### src/rtl/jan_pkg.sv
// shared constants, register codes and beat types for the joystick axis normalizer
// no dependencies
package jan_pkg;

    localparam int SAMPLE_BITS = 12;
    localparam int FRAC_BITS   = 14;
    localparam int TRIM_BITS   = 15;
    localparam int BAND_BITS   = 14;
    localparam int POS_BITS    = 16;
    localparam int ADDR_BITS   = 5;
    localparam int DATA_BITS   = 32;

    localparam logic [2:0] REG_X_MIN  = 3'd0;
    localparam logic [2:0] REG_X_MAX  = 3'd1;
    localparam logic [2:0] REG_Y_MIN  = 3'd2;
    localparam logic [2:0] REG_Y_MAX  = 3'd3;
    localparam logic [2:0] REG_X_TRIM = 3'd4;
    localparam logic [2:0] REG_Y_TRIM = 3'd5;
    localparam logic [2:0] REG_X_BAND = 3'd6;
    localparam logic [2:0] REG_Y_BAND = 3'd7;

    localparam logic [SAMPLE_BITS-1:0] MAX_VOLTS_RESET = SAMPLE_BITS'(3300);

    typedef struct packed {
        logic [SAMPLE_BITS-1:0] x_sample;
        logic [SAMPLE_BITS-1:0] y_sample;
    } in_beat_t;

    typedef struct packed {
        logic signed [POS_BITS-1:0] x_position;
        logic signed [POS_BITS-1:0] y_position;
    } out_beat_t;

endpackage

### src/rtl/jan_axis.sv
// one axis datapath: normalize, clamp, trim, dead zone, saturate
// two bit-per-stage restoring dividers; uses jan_pkg
module jan_axis #(
    parameter int FRAC_BITS = jan_pkg::FRAC_BITS
) (
    input  logic                                    clk,
    input  logic                                    en,
    input  logic [jan_pkg::SAMPLE_BITS-1:0]         sample,
    input  logic [jan_pkg::SAMPLE_BITS-1:0]         vmin,
    input  logic [jan_pkg::SAMPLE_BITS-1:0]         vmax,
    input  logic signed [jan_pkg::TRIM_BITS-1:0]    trim,
    input  logic [jan_pkg::BAND_BITS-1:0]           band,
    output logic signed [jan_pkg::POS_BITS-1:0]     position
);
    import jan_pkg::*;

    localparam int F    = FRAC_BITS;
    localparam int SB   = SAMPLE_BITS;
    localparam int NW   = SB + 2;
    localparam int VW   = ((F + 2 > TRIM_BITS) ? F + 2 : TRIM_BITS) + 1;
    localparam int BCW  = (BAND_BITS > F + 1) ? BAND_BITS : F + 1;
    localparam int CW   = (F + 3 > 17) ? F + 3 : 17;
    localparam int ONE  = 1 << F;
    localparam int LIM_P = (2 * ONE - 1 < 32767) ? 2 * ONE - 1 : 32767;
    localparam int LIM_N = (2 * ONE < 32768) ? 2 * ONE : 32768;

    typedef struct packed {
        logic [SB-1:0] ud;
        logic          neg;
        logic          zero;
        logic          big;
    } d1_side_t;

    typedef struct packed {
        logic [F:0] d2;
        logic       vneg;
        logic       dz;
        logic       big;
    } d2_side_t;

    // stage 0: operands of the first division
    logic signed [NW-1:0] num_c;
    logic signed [SB:0]   den_c;
    logic [NW-1:0]        unum_c;
    logic [SB:0]          uden_c;

    logic [SB-1:0]   r1_reg [0:F];
    logic [F-1:0]    q1_reg [0:F];
    d1_side_t        s1_reg [0:F];

    always_comb
    begin
        num_c  = $signed({1'b0, sample, 1'b0}) - $signed({2'b00, vmin})
               - $signed({2'b00, vmax});
        den_c  = $signed({1'b0, vmax}) - $signed({1'b0, vmin});
        unum_c = num_c[NW-1] ? NW'(-num_c) : NW'(num_c);
        uden_c = den_c[SB] ? (SB+1)'(-den_c) : (SB+1)'(den_c);
    end

    always_ff @(posedge clk)
    begin
        if (en)
        begin
            r1_reg[0]      <= unum_c[SB-1:0];
            q1_reg[0]      <= '0;
            s1_reg[0].ud   <= uden_c[SB-1:0];
            s1_reg[0].neg  <= num_c[NW-1] ^ den_c[SB];
            s1_reg[0].zero <= (den_c == '0);
            // quotient reaches one whenever |num| >= |den|
            s1_reg[0].big  <= ({1'b0, unum_c} >= {2'b00, uden_c});
        end
    end

    genvar k;
    generate
        for (k = 1; k <= F; k++)
        begin : g_div1
            logic [SB:0] rs;
            logic        ge;
            always_comb
            begin
                rs = {r1_reg[k-1], 1'b0};
                ge = (rs >= {1'b0, s1_reg[k-1].ud});
            end
            always_ff @(posedge clk)
            begin
                if (en)
                begin
                    r1_reg[k] <= ge ? SB'(rs - {1'b0, s1_reg[k-1].ud}) : rs[SB-1:0];
                    q1_reg[k] <= {q1_reg[k-1][F-2:0], ge};
                    s1_reg[k] <= s1_reg[k-1];
                end
            end
        end
    endgenerate

    // round, clamp to one, apply sign and trim
    logic [F:0]           mag_c;
    logic signed [VW-1:0] norm_c;
    logic signed [VW-1:0] v_reg;

    always_comb
    begin
        mag_c = {1'b0, q1_reg[F]}
              + (F+1)'(r1_reg[F] >= (s1_reg[F].ud - (s1_reg[F].ud >> 1)));
        if (s1_reg[F].zero)
            mag_c = '0;
        else if (s1_reg[F].big)
            mag_c = (F+1)'(ONE);
        norm_c = s1_reg[F].neg ? -$signed(VW'(mag_c)) : $signed(VW'(mag_c));
    end

    always_ff @(posedge clk)
    begin
        if (en)
            v_reg <= norm_c - VW'(trim);
    end

    // dead zone compare and operands of the second division
    logic [BCW-1:0] band_c;
    logic [VW-1:0]  a_c;
    logic [VW:0]    twice_c;
    logic [VW-1:0]  diff_reg;
    d2_side_t       s2_c;
    d2_side_t       s2_head_reg;

    always_comb
    begin
        band_c = (BCW'(band) >= BCW'(ONE)) ? BCW'(ONE - 1) : BCW'(band);
        a_c    = v_reg[VW-1] ? VW'(-v_reg) : VW'(v_reg);
        s2_c.d2   = (F+1)'(ONE) - (F+1)'(band_c);
        s2_c.vneg = v_reg[VW-1];
        s2_c.dz   = ((VW+BCW)'(a_c) <= (VW+BCW)'(band_c));
        twice_c   = {(VW+1)'(s2_c.d2)} << 1;
        s2_c.big  = ({1'b0, VW'(a_c - VW'(band_c))} >= twice_c);
    end

    always_ff @(posedge clk)
    begin
        if (en)
        begin
            diff_reg    <= a_c - VW'(band_c);
            s2_head_reg <= s2_c;
        end
    end

    logic [F:0]  r2_reg [0:F];
    logic [F:0]  q2_reg [0:F];
    d2_side_t    s3_reg [0:F];

    // integer bit of the second quotient, no shift
    logic ge0_c;
    always_comb
    begin
        ge0_c = (diff_reg >= VW'(s2_head_reg.d2));
    end

    always_ff @(posedge clk)
    begin
        if (en)
        begin
            r2_reg[0] <= ge0_c ? (F+1)'(diff_reg - VW'(s2_head_reg.d2)) : (F+1)'(diff_reg);
            q2_reg[0] <= (F+1)'(ge0_c);
            s3_reg[0] <= s2_head_reg;
        end
    end

    generate
        for (k = 1; k <= F; k++)
        begin : g_div2
            logic [F+1:0] rs;
            logic         ge;
            always_comb
            begin
                rs = {r2_reg[k-1], 1'b0};
                ge = (rs >= {1'b0, s3_reg[k-1].d2});
            end
            always_ff @(posedge clk)
            begin
                if (en)
                begin
                    r2_reg[k] <= ge ? (F+1)'(rs - {1'b0, s3_reg[k-1].d2}) : rs[F:0];
                    q2_reg[k] <= {q2_reg[k-1][F-1:0], ge};
                    s3_reg[k] <= s3_reg[k-1];
                end
            end
        end
    endgenerate

    // round, clamp to two, dead zone, saturate
    logic [F+1:0]  m_c;
    logic [CW-1:0] sat_c;
    logic signed [POS_BITS-1:0] pos_next;
    logic signed [POS_BITS-1:0] pos_reg;

    always_comb
    begin
        m_c = {1'b0, q2_reg[F]}
            + (F+2)'(r2_reg[F] >= (s3_reg[F].d2 - (s3_reg[F].d2 >> 1)));
        if (s3_reg[F].big)
            m_c = (F+2)'(2 * ONE);
        sat_c = CW'(m_c);
        if (s3_reg[F].vneg)
        begin
            if (sat_c > CW'(LIM_N))
                sat_c = CW'(LIM_N);
            pos_next = POS_BITS'(-$signed({1'b0, sat_c}));
        end
        else
        begin
            if (sat_c > CW'(LIM_P))
                sat_c = CW'(LIM_P);
            pos_next = POS_BITS'(sat_c);
        end
        if (s3_reg[F].dz)
            pos_next = '0;
    end

    always_ff @(posedge clk)
    begin
        if (en)
            pos_reg <= pos_next;
    end

    assign position = pos_reg;

endmodule

### config.mk
export PLATFORM = sky130hd
export DESIGN_NAME = jan_axis
export DESIGN_NICKNAME = d
export VERILOG_FILES = /design/src/rtl/jan_pkg.sv /design/src/rtl/jan_axis.sv
export SDC_FILE = /design/constraint.sdc
export NUM_CORES = 2
export LEC_CHECK = 0
export BUFFER_PORTS_ARGS = -buffer_cell sky130_fd_sc_hd__buf_2
export CAP_MARGIN = 15
export CORE_MARGIN = 2
export CORE_UTILIZATION = 60
export CTS_BUF_LIST = sky130_fd_sc_hd__clkbuf_2 sky130_fd_sc_hd__clkbuf_4 sky130_fd_sc_hd__clkbuf_8
export DETAILED_ROUTE_END_ITERATION = 10
export GPL_TIMING_DRIVEN = 0
export MAX_ROUTING_LAYER = met4
export PLACE_DENSITY = 0.75
export SETUP_SLACK_MARGIN = 0.02
export SYNTH_ARGS = -nofsm -noshare
export SYNTH_HDL_FRONTEND = slang
export SYNTH_SLANG_ARGS = --single-unit
### constraint.sdc
create_clock -name clk -period 7.85 [get_ports clk]
set_input_delay 1.9625 -clock clk [delete_from_list [all_inputs] [get_ports clk]]
set_output_delay 1.9625 -clock clk [all_outputs]
set_load 0.05 [all_outputs]
==> summary.md <==
| Metric | Value |
|---|---|
| Max-slew violations | 0 |
| CP Launch Point | s1_reg[1][94] |
| Critical path class | reg -> reg |
| IR Drop Worst-Case VDD | 0.224 mV |
| Congestion Overflow GR | 0 |
| Tmin final | 7.21 ns |
| Detailed-route DRC error count | 0 |
| Post-synth EDFFs | 1193 |
| Net count after synthesis | 6247 |
| Largest fanout of any net on the critical path | 5 |
| Power Density | 385 mW/mm^2 |
| Placer Congestion | 0.910 |
| Initial antenna violation count | 13 |
| Number of failing setup endpoints in the final timing report | 0 |
| Clock-pin slew reported for the worst setup and hold paths after clock tree synthesis | 0.06 ns |
| Adder-cell share of the synthesized area | 11.7% |
| Count of distinct cell types in the synthesized netlist | 89 |
| Via count of the first global-routing pass | 42400 |
| Vert. Die Dim | 337 um |
| Total Power | 28100 uW |
| Worst setup skew after layout | 0.0347 ns |
| CP Capture Type | flop |
| Xor/xnor cell area share of the yosys netlist | 5.60% |
| Element type at the critical path start | flop |
| Detailed-route wire length per cell | 16.1 um |
| Cell area after synthesis | 0.0666 mm^2 |
| Count of buffers added by post-CTS timing repair for setup | 0 |
| Clock latency reported for the late side of the worst-skew pair | 0.84 ns |
| Total number of yosys warnings | 0 |
| All-layer global routing usage | 22.1% |
| # resized after CTS | 0 |
| Flop and latch count out of synthesis | 1193 |
| First-pass DRT Iterations | 5 |
| Post-Route Setup TNS | 0 ns |
| Required time at the worst-slack endpoint | 8.44 ns |
| RSZ-0062 raised after global routing | false |
| Flip-flop count of the largest register, all copies and words added | 270 |
| Ys flop type | edfxtp_1 |
| Net count reported at finish | 6531 |
| # Max-Cap Violations | 0 |
| Slew margin rel. | 14.5% |
| Dominant combinational cell family by area after synthesis | adder cells |
| Average cell area after synthesis | 11.9 um^2 |
| Global-route wire length before repair | 198 mm |
| Simple logic cell fraction of the synthesized area | 9.28% |
| Worst min path class | reg -> reg |
| DIE AREA | 0.114 mm^2 |
| Number of CTS-inserted buffers | 193 |
| Largest area contributor in the netlist | edfxtp_1 |
| Number of DRC violations after detailed-routing iteration 0 | 2410 |
| Slack of the critical path | 0.642 ns |
| Vias/cell | 5.53 |
| Share of the synthesized area in the top cell type | 53.8% |
| Seq/Total Area, Yosys | 53.8% |
| Start point of the worst min-delay path | q1_reg[1][56] |
| Synthesized-area fraction occupied by ao, oa, aoi and oai cells | 9.57% |
| Total of fill cells in the finished design | 8154 |
| HPWL reported at the end of detailed placement | 89.8 mm |
| Clk root buf | clkbuf_8 |
| Period Utilization, post-route | 91.8% |
| Slew at the pin closest to its max-slew limit | 1.28 ns |
| Detailed-route via count | 41600 |
| Final antenna-violating net count | 0 |
| Horizontal extent of the die | 337 um |
| Critical path's slowest cell | o21ai_1 |
| Maximum number of pins on one net before global-route repair | 189 |
| Number of placed I/O pins | 83 |
| Cell type with the highest occurrence count on the critical path | a21oi_1 |
| Multiplexer area fraction after synthesis | 5.40% |
| Post-placement worst setup slack | 0.381 ns |
| Maximum cell stage delay along the critical path | 0.56 ns |
| Post-synthesis to final-layout area growth | 9.39% |
| Clock tree from TritonCTS | yes |
| Total routed wirelength | 121 mm |
| Hold_buf cts | 0 |
| Final Hold Vio Count | 0 |
| Startpoint of the most critical register-to-register path | s1_reg[1][94] |
| Placed Cells incl. Taps | 7161 |
| Max Clock Freq | 0.139 GHz |
| Area contributors post-synth | edfxtp_1 54%, ha_1 10%, mux2_2 4.6% |
| Synth async-reset ratio | 0% |
| Initial core utilization | 60.4% |
| Count of buffers inserted at the top-level ports | 82 |
| Core ar. | 0.110 mm^2 |
| Num rows | 122 |
| Number of clock sinks seen by CTS | 1193 |
| Final core utilization | 66.1% |
| Result of the run | completed |
| Number of H-tree branching levels | 4 |
| Non-filler cells, final | 7521 |
| Clk buf depth | 3 |
| Gate Count Post-Synth | 5584 |
| Arrival time of the worst setup path | 7.80 ns |
| Proportion of layout cells with a drive suffix above 1 | 13.3% |
| Leakage power | 0.0298 uW |
[power breakdown]
part	switching [uW]	internal (uW)
Combinational	6720	5900
Sequential	820	9480
Clock	2350	2810
Total	9900	18200
[per-layer routing]
layer  GRT usage, %  wire (um)
met2           40.1      63500
met4           10.1       5120
met3           4.16       4870
met5              -          0
met1           23.3      47800
[cells in the final DEF (no fill, tap or decap), types with 196 or more instances in the layout]
master and count:
mux2_2 273, a21oi_1 304, clkbuf_8 196, xnor2_1 270, nor2_1 297, edfxtp_1 1193, nand2_1 270, inv_1 742
o21ai_0 240, ha_1 551
[final cells by class]
cell class,instances,area [um^2],share of cell area [%]
plain buffers,64,344,0.472
flip-flops and latches,1193,35800,49.1
inverters,743,2790,3.83
clock buffers,258,3160,4.34
repair buffers,89,618,0.848
diodes,15,37.5,0.0515
multi-input cells,3584,27700,38.0
well taps,1488,1860,2.55
clock inverters,87,576,0.789
[path summary, 6_finish.rpt]
check / endpoint / slack, ns / cells after the start
hold / removal: q1_reg[1][71] / 0.41 / 0
hold reg to reg: q1_reg[1][71] / 0.41 / 0
setup reg to reg: v_reg[15] / 0.64 / 32
setup / recovery: v_reg[15] / 0.64 / 32
[kinds of logic (layout without fill, tap and decap cells)]
logic type | Yosys count | after routing
and+or+nand+nor | 1236 | 1236
DFF | 1193 | 1193
AOI/OAI and AO/OA | 1002 | 1002
buffers and inverters | 807 | 1241
adders and majority gates | 596 | 596
xor gates and xnor gates | 425 | 425
muxes | 325 | 325
other | 0 | 15
[worst max-delay path: cells and delay by family, from the launching register on]
kind                       cells  cell delay (ns)
AOI/OAI and AO/OA             16             3.44
xor gates and xnor gates       3             0.42
adders and majority gates      5             1.60
buffers and inverters          1             0.05
DFF                            1             0.41
muxes                          1             0.30
and+or+nand+nor                6             0.71
[through the flow]
step                hold slack (ns)  cell area, um^2
finish                        0.405            72900
global route                  0.405            72900
CTS                           0.399            72900
detailed placement            0.405            69100
global placement              0.400            68900
floorplan                     0.400            66600
[synth_stat cells, drive strengths merged, types with 15 or more instances]
| master | instances |
|---|---|
| edfxtp | 1193 |
| inv | 742 |
| ha | 551 |
| a21oi | 309 |
| nor2 | 299 |
| mux2 | 274 |
| xnor2 | 271 |
| nand2 | 270 |
| o21ai | 268 |
| xor2 | 154 |
| nor2b | 108 |
| nor3 | 107 |
| nand4 | 93 |
| nand2b | 72 |
| a21o | 65 |
| nand3 | 63 |
| or3 | 54 |
| a21boi | 51 |
| mux2i | 51 |
| and2 | 46 |
| buf | 45 |
| fa | 45 |
| or2 | 44 |
| a31oi | 41 |
| o21a | 39 |
| a211oi | 36 |
| o31ai | 32 |
| nor4 | 29 |
| and3 | 26 |
| o21bai | 26 |
| o211ai | 23 |
| clkbuf | 19 |
| o41ai | 19 |
| o2111ai | 16 |
| a2111oi | 15 |
No activity file was read; power rests on OpenSTA's default activity.
